### config.mk
export PLATFORM = sky130hd
export DESIGN_NAME = acd_ctrl
export DESIGN_NICKNAME = d
export VERILOG_FILES = /design/src/design/acd_pkg.sv /design/src/design/acd_ctrl.sv
export SDC_FILE = /design/constraint.sdc
export NUM_CORES = 1
export LEC_CHECK = 0
export ABC_AREA = 1
export BUFFER_PORTS_ARGS = -buffer_cell sky130_fd_sc_hd__buf_2
export CAP_MARGIN = 40
export CORE_MARGIN = 2
export CORE_UTILIZATION = 38
export CTS_CLUSTER_DIAMETER = 30
export DETAILED_ROUTE_END_ITERATION = 10
export SLEW_MARGIN = 20
export SYNTH_ARGS = -nofsm -noshare
export SYNTH_HDL_FRONTEND = slang
export SYNTH_SLANG_ARGS = --single-unit
### constraint.sdc
create_clock -name clk -period 1.6 [get_ports clk]
set_input_delay 0.32 -clock clk [delete_from_list [all_inputs] [get_ports clk]]
set_output_delay 0.32 -clock clk [all_outputs]
set_load 0.005 [all_outputs]
### src/design/acd_pkg.sv
// Shared types, codes and a helper function for the angle conjugate doubling unit.
package acd_pkg;

	localparam int WORD           = 64;
	localparam int CNT_W          = 7;
	localparam int LAND_W         = 6;
	localparam int ANGLE_BITS_DEF = 64;

	typedef logic [WORD-1:0]   word_t;
	typedef logic [CNT_W-1:0]  cnt_t;
	typedef logic [LAND_W-1:0] land_t;

	typedef struct packed {
		word_t numerator;
		word_t denominator;
	} in_t;

	typedef struct packed {
		logic [1:0] status;
		word_t      conjugate_numerator;
		word_t      normalized_denominator;
		cnt_t       preperiod;
		cnt_t       angle_period;
		land_t      landing_period;
	} out_t;

	// result status codes
	localparam logic [1:0] STS_OK     = 2'd0;
	localparam logic [1:0] STS_FAIL   = 2'd1;
	localparam logic [1:0] STS_PREPER = 2'd2;
	localparam logic [1:0] STS_LONG   = 2'd3;

	// datapath operations
	typedef logic [4:0] op_t;
	localparam op_t OP_NOP       = 5'd0;
	localparam op_t OP_LOAD      = 5'd1;
	localparam op_t OP_MOD       = 5'd2;
	localparam op_t OP_STRIP     = 5'd3;
	localparam op_t OP_KINIT     = 5'd4;
	localparam op_t OP_KSTEP     = 5'd5;
	localparam op_t OP_PINIT     = 5'd6;
	localparam op_t OP_PSTEP     = 5'd7;
	localparam op_t OP_GINIT_MB  = 5'd8;
	localparam op_t OP_GSTEP     = 5'd9;
	localparam op_t OP_TAKE_MG   = 5'd10;
	localparam op_t OP_MINIT     = 5'd11;
	localparam op_t OP_MSTEP     = 5'd12;
	localparam op_t OP_NORM      = 5'd13;
	localparam op_t OP_ULINIT    = 5'd14;
	localparam op_t OP_NPINIT    = 5'd15;
	localparam op_t OP_NPSTEP    = 5'd16;
	localparam op_t OP_ULSTEP    = 5'd17;
	localparam op_t OP_TAKE_CONJ = 5'd18;
	localparam op_t OP_LSTEP     = 5'd19;
	localparam op_t OP_GINIT_PI  = 5'd20;
	localparam op_t OP_LAND_P    = 5'd21;
	localparam op_t OP_LAND_G    = 5'd22;
	localparam op_t OP_RES       = 5'd23;

	// divider operand selection
	typedef logic [2:0] dsel_t;
	localparam dsel_t DS_NMOD = 3'd0;
	localparam dsel_t DS_MG   = 3'd1;
	localparam dsel_t DS_BG   = 3'd2;
	localparam dsel_t DS_NB   = 3'd3;
	localparam dsel_t DS_CONJ = 3'd4;

	// result kinds
	typedef logic [2:0] rkind_t;
	localparam rkind_t RK_FAIL  = 3'd0;
	localparam rkind_t RK_PRE   = 3'd1;
	localparam rkind_t RK_BIG   = 3'd2;
	localparam rkind_t RK_SMALL = 3'd3;
	localparam rkind_t RK_FULL  = 3'd4;

	typedef struct packed {
		op_t    op;
		logic   div_start;
		dsel_t  div_sel;
		rkind_t rkind;
	} cmd_t;

	typedef struct packed {
		logic d_zero;
		logic nd_even;
		logic b_even;
		logic k_fail;
		logic per_hit;
		logic p_last;
		logic g_done;
		logic div_done;
		logic m_done;
		logic k_nz;
		logic p_big;
		logic p_small;
		logic j_lt_p;
		logic i_last;
		logic land_hit;
	} stat_t;

	// 2n mod d, exact 64-bit behavior including wrap
	function automatic word_t dbl_mod(input word_t n, input word_t d);
		word_t r;
		r = d - n;
		return (n >= r) ? (n - r) : {n[WORD-2:0], 1'b0};
	endfunction

endpackage

### src/design/acd_ctrl.sv
// Controller: sequences the datapath through reduction, period search and conjugate steps.
module acd_ctrl (
	input  logic            clk,
	input  logic            arst_n,
	input  logic            in_valid,
	output logic            in_ready,
	output logic            out_valid,
	input  logic            out_ready,
	input  acd_pkg::stat_t  stat,
	output acd_pkg::cmd_t   cmd
);
	localparam logic [4:0] S_IDLE  = 5'd0;
	localparam logic [4:0] S_CHK   = 5'd1;
	localparam logic [4:0] S_MOD   = 5'd2;
	localparam logic [4:0] S_STRIP = 5'd3;
	localparam logic [4:0] S_KLOOP = 5'd4;
	localparam logic [4:0] S_PER   = 5'd5;
	localparam logic [4:0] S_MERS  = 5'd6;
	localparam logic [4:0] S_GCD   = 5'd7;
	localparam logic [4:0] S_DMG   = 5'd8;
	localparam logic [4:0] S_DBG   = 5'd9;
	localparam logic [4:0] S_DNB   = 5'd10;
	localparam logic [4:0] S_MUL   = 5'd11;
	localparam logic [4:0] S_DEC   = 5'd12;
	localparam logic [4:0] S_UNP   = 5'd13;
	localparam logic [4:0] S_UIN   = 5'd14;
	localparam logic [4:0] S_CDIV  = 5'd15;
	localparam logic [4:0] S_CWAIT = 5'd16;
	localparam logic [4:0] S_LAND  = 5'd17;
	localparam logic [4:0] S_LGCD  = 5'd18;
	localparam logic [4:0] S_EMIT  = 5'd19;

	logic [4:0]       state_q, state_d;
	acd_pkg::rkind_t  rk_q, rk_d;
	logic             out_valid_q, out_valid_d;

	always_comb begin
		state_d     = state_q;
		rk_d        = rk_q;
		out_valid_d = out_valid_q && !out_ready;
		cmd         = '0;
		cmd.op      = acd_pkg::OP_NOP;
		cmd.div_sel = acd_pkg::DS_NMOD;
		cmd.rkind   = rk_q;
		case (state_q)
			S_IDLE: begin
				if (in_valid) begin
					cmd.op  = acd_pkg::OP_LOAD;
					state_d = S_CHK;
				end
			end
			S_CHK: begin
				if (stat.d_zero) begin
					rk_d    = acd_pkg::RK_FAIL;
					state_d = S_EMIT;
				end else begin
					cmd.div_start = 1'b1;
					cmd.div_sel   = acd_pkg::DS_NMOD;
					state_d       = S_MOD;
				end
			end
			S_MOD: begin
				if (stat.div_done) begin
					cmd.op  = acd_pkg::OP_MOD;
					state_d = S_STRIP;
				end
			end
			S_STRIP: begin
				if (stat.nd_even) begin
					cmd.op = acd_pkg::OP_STRIP;
				end else begin
					cmd.op  = acd_pkg::OP_KINIT;
					state_d = S_KLOOP;
				end
			end
			S_KLOOP: begin
				if (stat.b_even) begin
					cmd.op = acd_pkg::OP_KSTEP;
				end else if (stat.k_fail) begin
					rk_d    = acd_pkg::RK_FAIL;
					state_d = S_EMIT;
				end else begin
					cmd.op  = acd_pkg::OP_PINIT;
					state_d = S_PER;
				end
			end
			S_PER: begin
				cmd.op = acd_pkg::OP_PSTEP;
				if (stat.per_hit) begin
					state_d = S_MERS;
				end else if (stat.p_last) begin
					rk_d    = acd_pkg::RK_FAIL;
					state_d = S_EMIT;
				end
			end
			S_MERS: begin
				cmd.op  = acd_pkg::OP_GINIT_MB;
				state_d = S_GCD;
			end
			S_GCD: begin
				if (stat.g_done) begin
					cmd.div_start = 1'b1;
					cmd.div_sel   = acd_pkg::DS_MG;
					state_d       = S_DMG;
				end else begin
					cmd.op = acd_pkg::OP_GSTEP;
				end
			end
			S_DMG: begin
				if (stat.div_done) begin
					cmd.op        = acd_pkg::OP_TAKE_MG;
					cmd.div_start = 1'b1;
					cmd.div_sel   = acd_pkg::DS_BG;
					state_d       = S_DBG;
				end
			end
			S_DBG: begin
				if (stat.div_done) begin
					cmd.div_start = 1'b1;
					cmd.div_sel   = acd_pkg::DS_NB;
					state_d       = S_DNB;
				end
			end
			S_DNB: begin
				if (stat.div_done) begin
					cmd.op  = acd_pkg::OP_MINIT;
					state_d = S_MUL;
				end
			end
			S_MUL: begin
				if (stat.m_done) begin
					cmd.op  = acd_pkg::OP_NORM;
					state_d = S_DEC;
				end else begin
					cmd.op = acd_pkg::OP_MSTEP;
				end
			end
			S_DEC: begin
				if (stat.k_nz) begin
					rk_d    = acd_pkg::RK_PRE;
					state_d = S_EMIT;
				end else if (stat.p_big) begin
					rk_d    = acd_pkg::RK_BIG;
					state_d = S_EMIT;
				end else if (stat.p_small) begin
					rk_d    = acd_pkg::RK_SMALL;
					state_d = S_EMIT;
				end else begin
					cmd.op  = acd_pkg::OP_ULINIT;
					state_d = S_UNP;
				end
			end
			S_UNP: begin
				cmd.op  = acd_pkg::OP_NPINIT;
				state_d = S_UIN;
			end
			S_UIN: begin
				if (stat.j_lt_p) begin
					cmd.op = acd_pkg::OP_NPSTEP;
				end else begin
					cmd.op  = acd_pkg::OP_ULSTEP;
					state_d = stat.i_last ? S_CDIV : S_UNP;
				end
			end
			S_CDIV: begin
				cmd.div_start = 1'b1;
				cmd.div_sel   = acd_pkg::DS_CONJ;
				state_d       = S_CWAIT;
			end
			S_CWAIT: begin
				if (stat.div_done) begin
					cmd.op  = acd_pkg::OP_TAKE_CONJ;
					state_d = S_LAND;
				end
			end
			S_LAND: begin
				if (stat.land_hit && !stat.i_last) begin
					cmd.op  = acd_pkg::OP_GINIT_PI;
					state_d = S_LGCD;
				end else if (stat.land_hit || stat.i_last) begin
					cmd.op  = acd_pkg::OP_LAND_P;
					rk_d    = acd_pkg::RK_FULL;
					state_d = S_EMIT;
				end else begin
					cmd.op = acd_pkg::OP_LSTEP;
				end
			end
			S_LGCD: begin
				if (stat.g_done) begin
					cmd.op  = acd_pkg::OP_LAND_G;
					rk_d    = acd_pkg::RK_FULL;
					state_d = S_EMIT;
				end else begin
					cmd.op = acd_pkg::OP_GSTEP;
				end
			end
			S_EMIT: begin
				// hold until the output word slot is free
				if (!out_valid_q || out_ready) begin
					cmd.op      = acd_pkg::OP_RES;
					out_valid_d = 1'b1;
					state_d     = S_IDLE;
				end
			end
			default: state_d = S_IDLE;
		endcase
	end

	always_ff @(posedge clk or negedge arst_n) begin
		if (!arst_n) begin
			state_q     <= S_IDLE;
			rk_q        <= acd_pkg::RK_FAIL;
			out_valid_q <= 1'b0;
		end else begin
			state_q     <= state_d;
			rk_q        <= rk_d;
			out_valid_q <= out_valid_d;
		end
	end

	assign in_ready  = (state_q == S_IDLE);
	assign out_valid = out_valid_q;
endmodule
Yosys cells after proc, flatten, opt, wreduce, memory -nomap -nowiden --
Index checks and enable logic that the tools add are counted.
Operators by class: equality and inequality tests 41, mux-type cells 61, reduce and logical (&&, ||, !) cells 11
Operator list (count):
- $mux 5 | 25
- $pmux 5 s20 | 1
- $pmux 5 s17 | 1
- $mux 3 | 16
- $eq 5x4->1 const B | 8
- $ne 2x2->1 const B | 19
- $mux 4 | 8
- $eq 5x3->1 const B | 4
- $eq 5x5->1 const B | 4
- $pmux 4 s5 | 1
- $pmux 3 s6 | 1
- $reduce_and 15->1 | 1
- $eq 5x2->1 const B | 2
- $reduce_and 10->1 | 1
- $mux 8 | 1
- $ne 3x3->1 const B | 2
- $reduce_bool 6->1 | 1
- $eq 5x1->1 const B | 1
- $logic_not 5->1 | 1
- $mux 1 | 5
- $mux 2 | 2
- $ne 4x4->1 const B | 1
- $logic_not 1->1 | 3
- $logic_and 1x1->1 | 2
- $logic_or 1x1->1 | 2
Word-level totals: register bits 9, bits of input ports 19, output and inout bits 14

Longest topological paths before layout --
Gate-level depths: netlist of run 1.
word-level depth 4, gate-level depth with buffers 11, mapped depth without buffers 11

Worst setup path before layout of run 1 --
No wires, ideal clock.
kind reg2out, from register state_q[3], to output cmd[9] in the netlist's numbering, arrival 1182 ps, data required time 1280 ps, path slack 98 ps, stages on the path, launching flop included 9, cell sequence dfrtp_1 > buf_6 > nor2_4 > nand2_2 > nor2_2 > inv_1 > o22ai_1 > nor2_1 > nand4_1
RTL lines:
- start, declared | RTL line acd_ctrl.sv:33 | logic [4:0] state_q, state_d;
- start signal, assigned | RTL line acd_ctrl.sv:215 | state_q <= state_d;
- end, declared | RTL line acd_ctrl.sv:10 | output acd_pkg::cmd_t cmd

==> results by group, run 1 <==
Status
  – Status: finished with violations
  – Failing checks: negative setup slack

Detailed routing
  – Vias: 1644
  – Vias per cell: 5.11
  – Drt initial violations: 68
  – First drt pass iteration count: 4
  – Met2 wire length: 2000 microns
  – Post-DRT Antenna Nets: 0
  – M1 WL: 1980 microns
  – Wire length on met3: 255 microns
  – Top Layer Used: met4
  – WL final: 4290 microns
  – Number of remaining DRC errors: 0
  – DR WL/cell: 13.3 microns

Timing
  – Post-layout min period: 1.92 ns
  – Slew Limit Fails: 0
  – Hold WS: 0.369 ns
  – Slew @ Worst Pin: 0.371 ns
  – Max Freq: 0.521 GHz
  – Final hold viol count: 0
  – Setup WS post-layout: -0.320 ns
  – Slew Limit Headroom: 0.751
  – Clock Skew: 0.00152 ns
  – Unrepaired setup endpoints after global routing: true
  – Final worst-path cycle share: 1.20
  – Final setup fails: 15

Worst setup path
  – Terminus of the critical flop-to-flop path: state_q[3]
  – Setup crit end kind: primary output
  – Crit path DAT: 1.60 ns
  – R2r startpoint: state_q[0]
  – Worst Setup EP: cmd[7]
  – Crit start category: register
  – Critical Path RT: 1.28 ns
  – Setup crit start: state_q[2]
  – R2R setup slack: -0.04 ns
  – Critical path class: register to primary output
  – CP max FO: 6
  – Worst Reg2Reg Path Length in Cells: 11

Job
  – # Max-Cap Violations: 0

Placed design
  – HPWL after DPL: 3430 microns
  – GP Congestion: 0.971
  – # port buffers: 32
  – Inst Count DP: 310

Die
  – I/O pin cnt: 33
  – Initial Utilization: 0.389
  – Die ar.: 3500 sq um
  – Chip width: 59.2 microns
  – Core area: 2980 sq um
  – Die height: 59.2 microns
  – Site Rows: 20

Pwr
  – VDD IR max: 0.936 mV
  – Pwr dens: 1700 nW/um^2
  – Leak: 1.11 nW

Clocking
  – TritonCTS clock tree: done
  – Skew-Pair Late Insertion Delay: 0.25 ns
  – CTS Buf Count: 3
  – # H-tree levels: 1
  – Clk slew on worst S/H paths: 0.06 ns
  – CTS Root Cell: clkbuf_4
  – Clock buffer depth: 2
  – Sink Count: 9

Global route
  – Initial antenna violation count: 0
  – Vias in the first global route: 1515
  – Largest net degree at the start of global routing: 10
  – Gr ovfl total: 0
  – Global Route Usage Sum: 0.251
  – First-pass GRT wire length: 6690 microns

Logic synthesis
  – Synth Instances: 204
  – Sequential element share of the synthesized area: 0.195
  – Most used DFF post-synth: dfrtp_1
  – Synth area leader: dfrtp_1
  – Synthesized flop and latch total: 9
  – Synthesized Nets: 223
  – Post-synthesis cell area: 1160 sq um
  – Post-synthesis async set-or-reset flop share: 1.00
  – Most common cell in the netlist: nand2_1
  – Synth cell count leaders: nand2_1, nand3_1, nor2_1, inv_1
  – Post-Syn Area per Cell: 5.67 sq um
  – Ranking of synthesized cells by area: dfrtp_1, nand2_1, nand3_1
  – Distinct cells, synth: 22
  – Post-synth EDFFs: 0
  – Post-synth top area share: 0.195
  – Synth warnings: 0

Final layout
  – Syn-to-layout area delta: 65.8%
  – Non-Filler Instances: 322
  – Nets: 309
  – Layout cells sized above 1: 0.491
  – # diodes: 0

Worst hold path
  – Hold WC Path Type: primary input to register
[critical path, cell delays in order, from the launching register on]
cell and delay (ns):
dfrtp_2 0.47, nor2_4 0.21, nand2_4 0.09, nor2_4 0.16, nand2_2 0.08, o21ai_0 0.08
nor3_1 0.06, nand4_1 0.07, buf_2 0.11
[state kept, by name, indices dropped and copies added (netlist names)]
register	count
rk_q	3
state_q	5
out_valid	1
[cell type report]
type | count | area [sq um]
sequential | 9 | 231
clock buffer | 4 | 26.3
inverter | 31 | 121
fill | 298 | 1060
multi-input combinational | 162 | 927
timing repair buffer | 83 | 572
tap | 33 | 41.3
[cell families after synthesis]
kind of cell,synth area share
buffers and inverters,0.117
AOI/OAI and AO/OA,0.0616
and+or+nand+nor,0.627
DFF,0.195
[how the worst min path moves through the flow]
stage / startpoint / to / slack [ns] / cells after the start
5_1_grt: stat[4] / rk_q[0] / 0.39 / 4
4_1_cts: stat[4] / rk_q[0] / 0.37 / 4
2_1_floorplan: arst_n / out_valid / 0.02 / 0
6_report: stat[4] / rk_q[0] / 0.37 / 4
3_3_place_gp: arst_n / rk_q[2] / 0.18 / 1
3_5_place_dp: arst_n / rk_q[2] / 0.18 / 1
[what timing repair did]
item                       in CTS  in global routing
hold buffers                    1                  0
setup endpoints to repair      18                 18
pin swaps                       4                 11
hold endpoints to repair        9                  0
setup buffers                   3                  4
resized for setup              22                 26
[layer usage]
layer / track usage / up-vias
met5: 0 / -
met4: 0.0390 / 0
met3: 0.0393 / 4
met2: 0.418 / 64
met1: 0.348 / 737
li1: - / 839
[power by group]
| group | switching (mW) | internal (mW) | leakage, nW |
|---|---|---|---|
| Sequential | 0.146 | 0.317 | 0.113 |
| Combinational | 1.44 | 1.19 | 0.983 |
| Clock | 0.0742 | 0.0958 | 0.0150 |
| Total | 1.66 | 1.60 | 1.11 |
[per-stage QoR]
| stage | power (mW) | worst slack (ns) | utilization | cell area, sq um | TNS, ns |
|---|---|---|---|---|---|
| 6_report | 3.26 | -0.320 | 0.645 | 1920 | -2.30 |
| 5_1_grt | 3.54 | -0.426 | 0.645 | 1920 | -3.82 |
| 4_1_cts | 2.95 | -0.278 | 0.600 | 1790 | -1.89 |
| 3_5_place_dp | 2.60 | -0.202 | 0.558 | 1660 | -1.04 |
| 3_3_place_gp | 2.62 | -0.230 | 0.558 | 1660 | -1.25 |
| 2_1_floorplan | 1.66 | 0.0976 | - | 1160 | 0 |
[layout by cell type (no fill, tap or decap), drive strengths merged]
cell type / count
buf: 82
nand2: 59
nor2: 42
nand3: 34
inv: 31
nand4: 9
dfrtp: 9
nor3: 6
clkbuf: 4
o21ai: 3
a21oi: 3
o2111ai: 2
o22ai: 2
o21a: 1
nand3b: 1
dlygate4sd3: 1
No activity file was read; power rests on OpenSTA's default activity.
==> run 2, diff against run 1 <==
--- a/config.mk
+++ b/config.mk
@@ -9,9 +9,11 @@
 export BUFFER_PORTS_ARGS = -buffer_cell sky130_fd_sc_hd__buf_2
 export CAP_MARGIN = 40
 export CORE_MARGIN = 2
-export CORE_UTILIZATION = 38
+export CORE_UTILIZATION = 52
 export CTS_CLUSTER_DIAMETER = 30
 export DETAILED_ROUTE_END_ITERATION = 10
+export PLACE_DENSITY = 0.8
+export SETUP_SLACK_MARGIN = 0.1
 export SLEW_MARGIN = 20
 export SYNTH_ARGS = -nofsm -noshare
 export SYNTH_HDL_FRONTEND = slang
==> run 2 against run 1 <==
Effect of this change: the run now fails in 5_1_grt; synthesized cell count unchanged; synthesized area stayed put.
==> results by group, run 2 <==
Die
  – Chip width: 51.2 microns (-14%)
  – Die height: 51.2 microns (-14%)
  – I/O pin cnt: 33 (unchanged)
  – Initial Utilization: 0.539 (+0.150)
  – Site Rows: 17 (-15%)

Logic synthesis
  – Post-synth top area share: 0.195 (unchanged)
  – Post-Syn Area per Cell: 5.67 sq um (unchanged)
  – Sequential element share of the synthesized area: 0.195 (unchanged)
  – Most common cell in the netlist: nand2_1
  – Synthesized Nets: 223 (unchanged)
  – Post-synthesis async set-or-reset flop share: 1.00 (unchanged)
  – Post-synthesis cell area: 1160 sq um (unchanged)
  – Synth warnings: 0 (unchanged)
  – Synth cell count leaders: nand2_1, nand3_1, nor2_1, inv_1
  – Post-synth EDFFs: 0 (unchanged)
  – Most used DFF post-synth: dfrtp_1
  – Distinct cells, synth: 22 (unchanged)
  – Synthesized flop and latch total: 9 (unchanged)
  – Ranking of synthesized cells by area: dfrtp_1, nand2_1, nand3_1
  – Synth area leader: dfrtp_1
  – Synth Instances: 204 (unchanged)

Timing
  – Worst endpoint type: top-level output
  – Worst setup endpoint GRT: cmd[7]

Placed design
  – HPWL after DPL: 3400 microns (-0.71%)
  – GP Congestion: 1.06 (+9.7%)
  – # port buffers: 32 (unchanged)
  – Post-place setup slack: -0.153 ns (+0.0488 ns)

Status
  – Status: aborted with a tool error
  – Stop Error: [ERROR DPL-0038] Utilization greater than 100%, impossible to legalize
  – Failed at: 5_1_grt

Global route
  – Largest net degree at the start of global routing: 10

Clocking
  – # H-tree levels: 1 (unchanged)
  – Clock buffer depth: 2 (unchanged)
  – CTS Root Cell: clkbuf_4
  – Sink Count: 9 (unchanged)
  – CTS Buf Count: 3 (unchanged)
==> run 2: cells by family after synthesis <==
group,count (synthesis),synth area share
compound gates,11,0.0616
buf+inv,33,0.117
flops,9,0.195
simple gates,151,0.627
==> run 2: per-stage QoR <==
| step | instances | hold WS, ns | TNS (ns) | area [sq um] |
|---|---|---|---|---|
| after CTS | 324 | 0.350 | -3.05 | 1940 |
| after detailed placement | 300 | 0.182 | -0.602 | 1620 |
| after global placement | 300 | 0.175 | -0.696 | 1620 |
| after floorplan | 204 | 0.0244 | 0 | 1160 |
==> run 2: timing repair <==
item,4_1_cts
endpoints found under the hold margin,9
cloned,1
hold buffers,1
pin swaps,17
setup endpoints to repair,18
resized for setup,43
buffers inserted,19
==> run 3, diff against run 2 <==
--- a/config.mk
+++ b/config.mk
@@ -8,12 +8,10 @@
 export ABC_AREA = 1
 export BUFFER_PORTS_ARGS = -buffer_cell sky130_fd_sc_hd__buf_2
 export CAP_MARGIN = 40
-export CORE_MARGIN = 2
-export CORE_UTILIZATION = 52
-export CTS_CLUSTER_DIAMETER = 30
+export CORE_AREA = 2 2 63 65
 export DETAILED_ROUTE_END_ITERATION = 10
-export PLACE_DENSITY = 0.8
-export SETUP_SLACK_MARGIN = 0.1
+export DIE_AREA = 0 0 65 67
+export PLACE_DENSITY_LB_ADDON = 0.15
 export SLEW_MARGIN = 20
 export SYNTH_ARGS = -nofsm -noshare
 export SYNTH_HDL_FRONTEND = slang
==> run 3 against run 2 <==
Effect of this change: the flow now finishes, with violations (negative setup slack).
==> results by group, run 3 (synthesis gave the netlist of run 1 again) <==
Status
  – Status: finished with violations
  – Failing checks: negative setup slack

Clocking
  – Skew-Pair Late Insertion Delay: 0.23 ns
  – # H-tree levels: 1 (unchanged)
  – TritonCTS clock tree: done
  – Clock buffer depth: 2 (unchanged)
  – Sink Count: 9 (unchanged)
  – CTS Root Cell: clkbuf_8
  – CTS Buf Count: 3 (unchanged)
  – Clk slew on worst S/H paths: 0.04 ns

Worst setup path
  – CP max FO: 7
  – Setup crit end kind: primary output
  – Crit path DAT: 1.62 ns
  – R2R setup slack: -0.20 ns
  – Critical Path RT: 1.28 ns
  – Critical path, cell by cell: nor2_4 > nand2_2 > nor2_4 > nand2_2 > o21ai_2 > nor3_2 > nand4_1 > buf_2
  – Crit start category: register
  – CP max-delay cell: dfrtp_2
  – Worst path max stage delay: 0.45 ns
  – Critical path class: register to primary output

Timing
  – Unrepaired setup endpoints after global routing: true
  – Final hold viol count: 0
  – Setup WS post-layout: -0.343 ns
  – Hold WS: 0.412 ns
  – Final worst-path cycle share: 1.21
  – Slew @ Worst Pin: 0.340 ns
  – Slew Limit Headroom: 0.772
  – Slew Limit Fails: 0
  – Final setup fails: 17
  – Max Freq: 0.515 GHz
  – Clock Skew: 0.00134 ns
  – Post-layout min period: 1.94 ns

Detailed routing
  – WL final: 4590 microns
  – Drt initial violations: 78
  – DR WL/cell: 13.2 microns
  – Vias: 1685
  – Number of remaining DRC errors: 0
  – Post-DRT Antenna Nets: 0
  – Vias per cell: 4.84
  – First drt pass iteration count: 4

Placed design
  – Area after DPL: 1670 sq um (+2.9%)
  – # port buffers: 32 (unchanged)
  – HPWL after DPL: 3620 microns (+6.3%)
  – GP Congestion: 0.980 (-8.0%)

Final layout
  – Nets: 320
  – Util after Layout: 0.557
  – Most common cell after layout, fill and taps aside: buf_4
  – Syn-to-layout area delta: 73.5%
  – Layout cells sized above 1: 0.517
  – Biggest register: state_q
  – # diodes: 0
  – Max reg flops: 5
  – Most frequent cells in the layout: buf_4, nand2_1, buf_2
  – Final instance area: 2010 sq um

Die
  – I/O pin cnt: 33 (unchanged)
  – Die ar.: 4360 sq um
  – Initial Utilization: 0.321 (-0.218)
  – Die height: 67 microns (+31%)
  – Core area: 3610 sq um
  – Site Rows: 22 (+5)
  – Chip width: 65 microns (+27%)

Pwr
  – Leak: 1.15 nW
  – Pwr dens: 1680 nW/um^2
  – Total power: 3.37 mW
  – VDD IR max: 0.793 mV

Global route
  – Initial antenna violation count: 0
  – Global Route Usage Sum: 0.230
  – Largest net degree at the start of global routing: 10
  – Vias in the first global route: 1647
  – Gr ovfl total: 0
  – First-pass GRT wire length: 7640 microns

Job
  – # Max-Cap Violations: 0

Worst hold path
  – Hold WC Path Type: primary input to register
## run 3: cell type report
cell class,instances,area (sq um)
clock buffer,4,45.0
inverter,31,121
timing repair buffer,94,639
sequential,9,231
fill,373,1600
multi-input combinational,162,911
tap,48,60.1
## run 3: metrics by stage
stage	setup TNS, ns	setup WS, ns	std cells
3_5_place_dp	-0.907	-0.220	323
4_1_cts	-2.27	-0.292	345
2_1_floorplan	0	0.0976	204
5_1_grt	-5.06	-0.426	348
6_report	-3.40	-0.343	348
3_3_place_gp	-0.919	-0.182	323
## run 3: critical path, delay by kind of cell (launching register included)
kind | cells | cell delay (ns)
compound gates | 1 | 0.07
flops | 1 | 0.45
simple gates | 6 | 0.73
buf+inv | 1 | 0.13
## run 3: power breakdown
part / internal [mW] / total, mW / leakage [nW] / switching, mW
Clock: 0.173 / 0.256 / 0.0228 / 0.0829
Combinational: 1.24 / 2.66 / 1.02 / 1.42
Sequential: 0.318 / 0.456 / 0.113 / 0.138
Total: 1.73 / 3.37 / 1.15 / 1.64
## run 3: worst paths after layout
check	startpoint	endpoint	cells after the start
setup reg to reg	state_q[3]	state_q[4]	11
hold reg to reg	rk_q[2]	rk_q[2]	2
min in group asynchronous	arst_n	out_valid	2
hold / removal	stat[4]	rk_q[0]	4
setup / recovery	state_q[3]	cmd[7]	8
max in group asynchronous	arst_n	state_q[0]	2
## run 3: per-layer routing
metal / share of wire / global-route usage / wire length (microns)
met1: 0.46 / 0.275 / 2090
met2: 0.47 / 0.416 / 2140
met3: 0.048 / 0.0422 / 220
met4: 0.029 / 0.0691 / 134
met5: 0 / 0 / 0
## run 3: timing repair
action / 4_1_cts / 5_1_grt
hold buffers: 1 / 0
buffers inserted: 18 / 3
resized for setup: 33 / 11
cloned: 0 / 0
hold endpoints to repair: 9 / 0
pin swaps: 9 / 9
setup endpoints to repair: 18 / 18
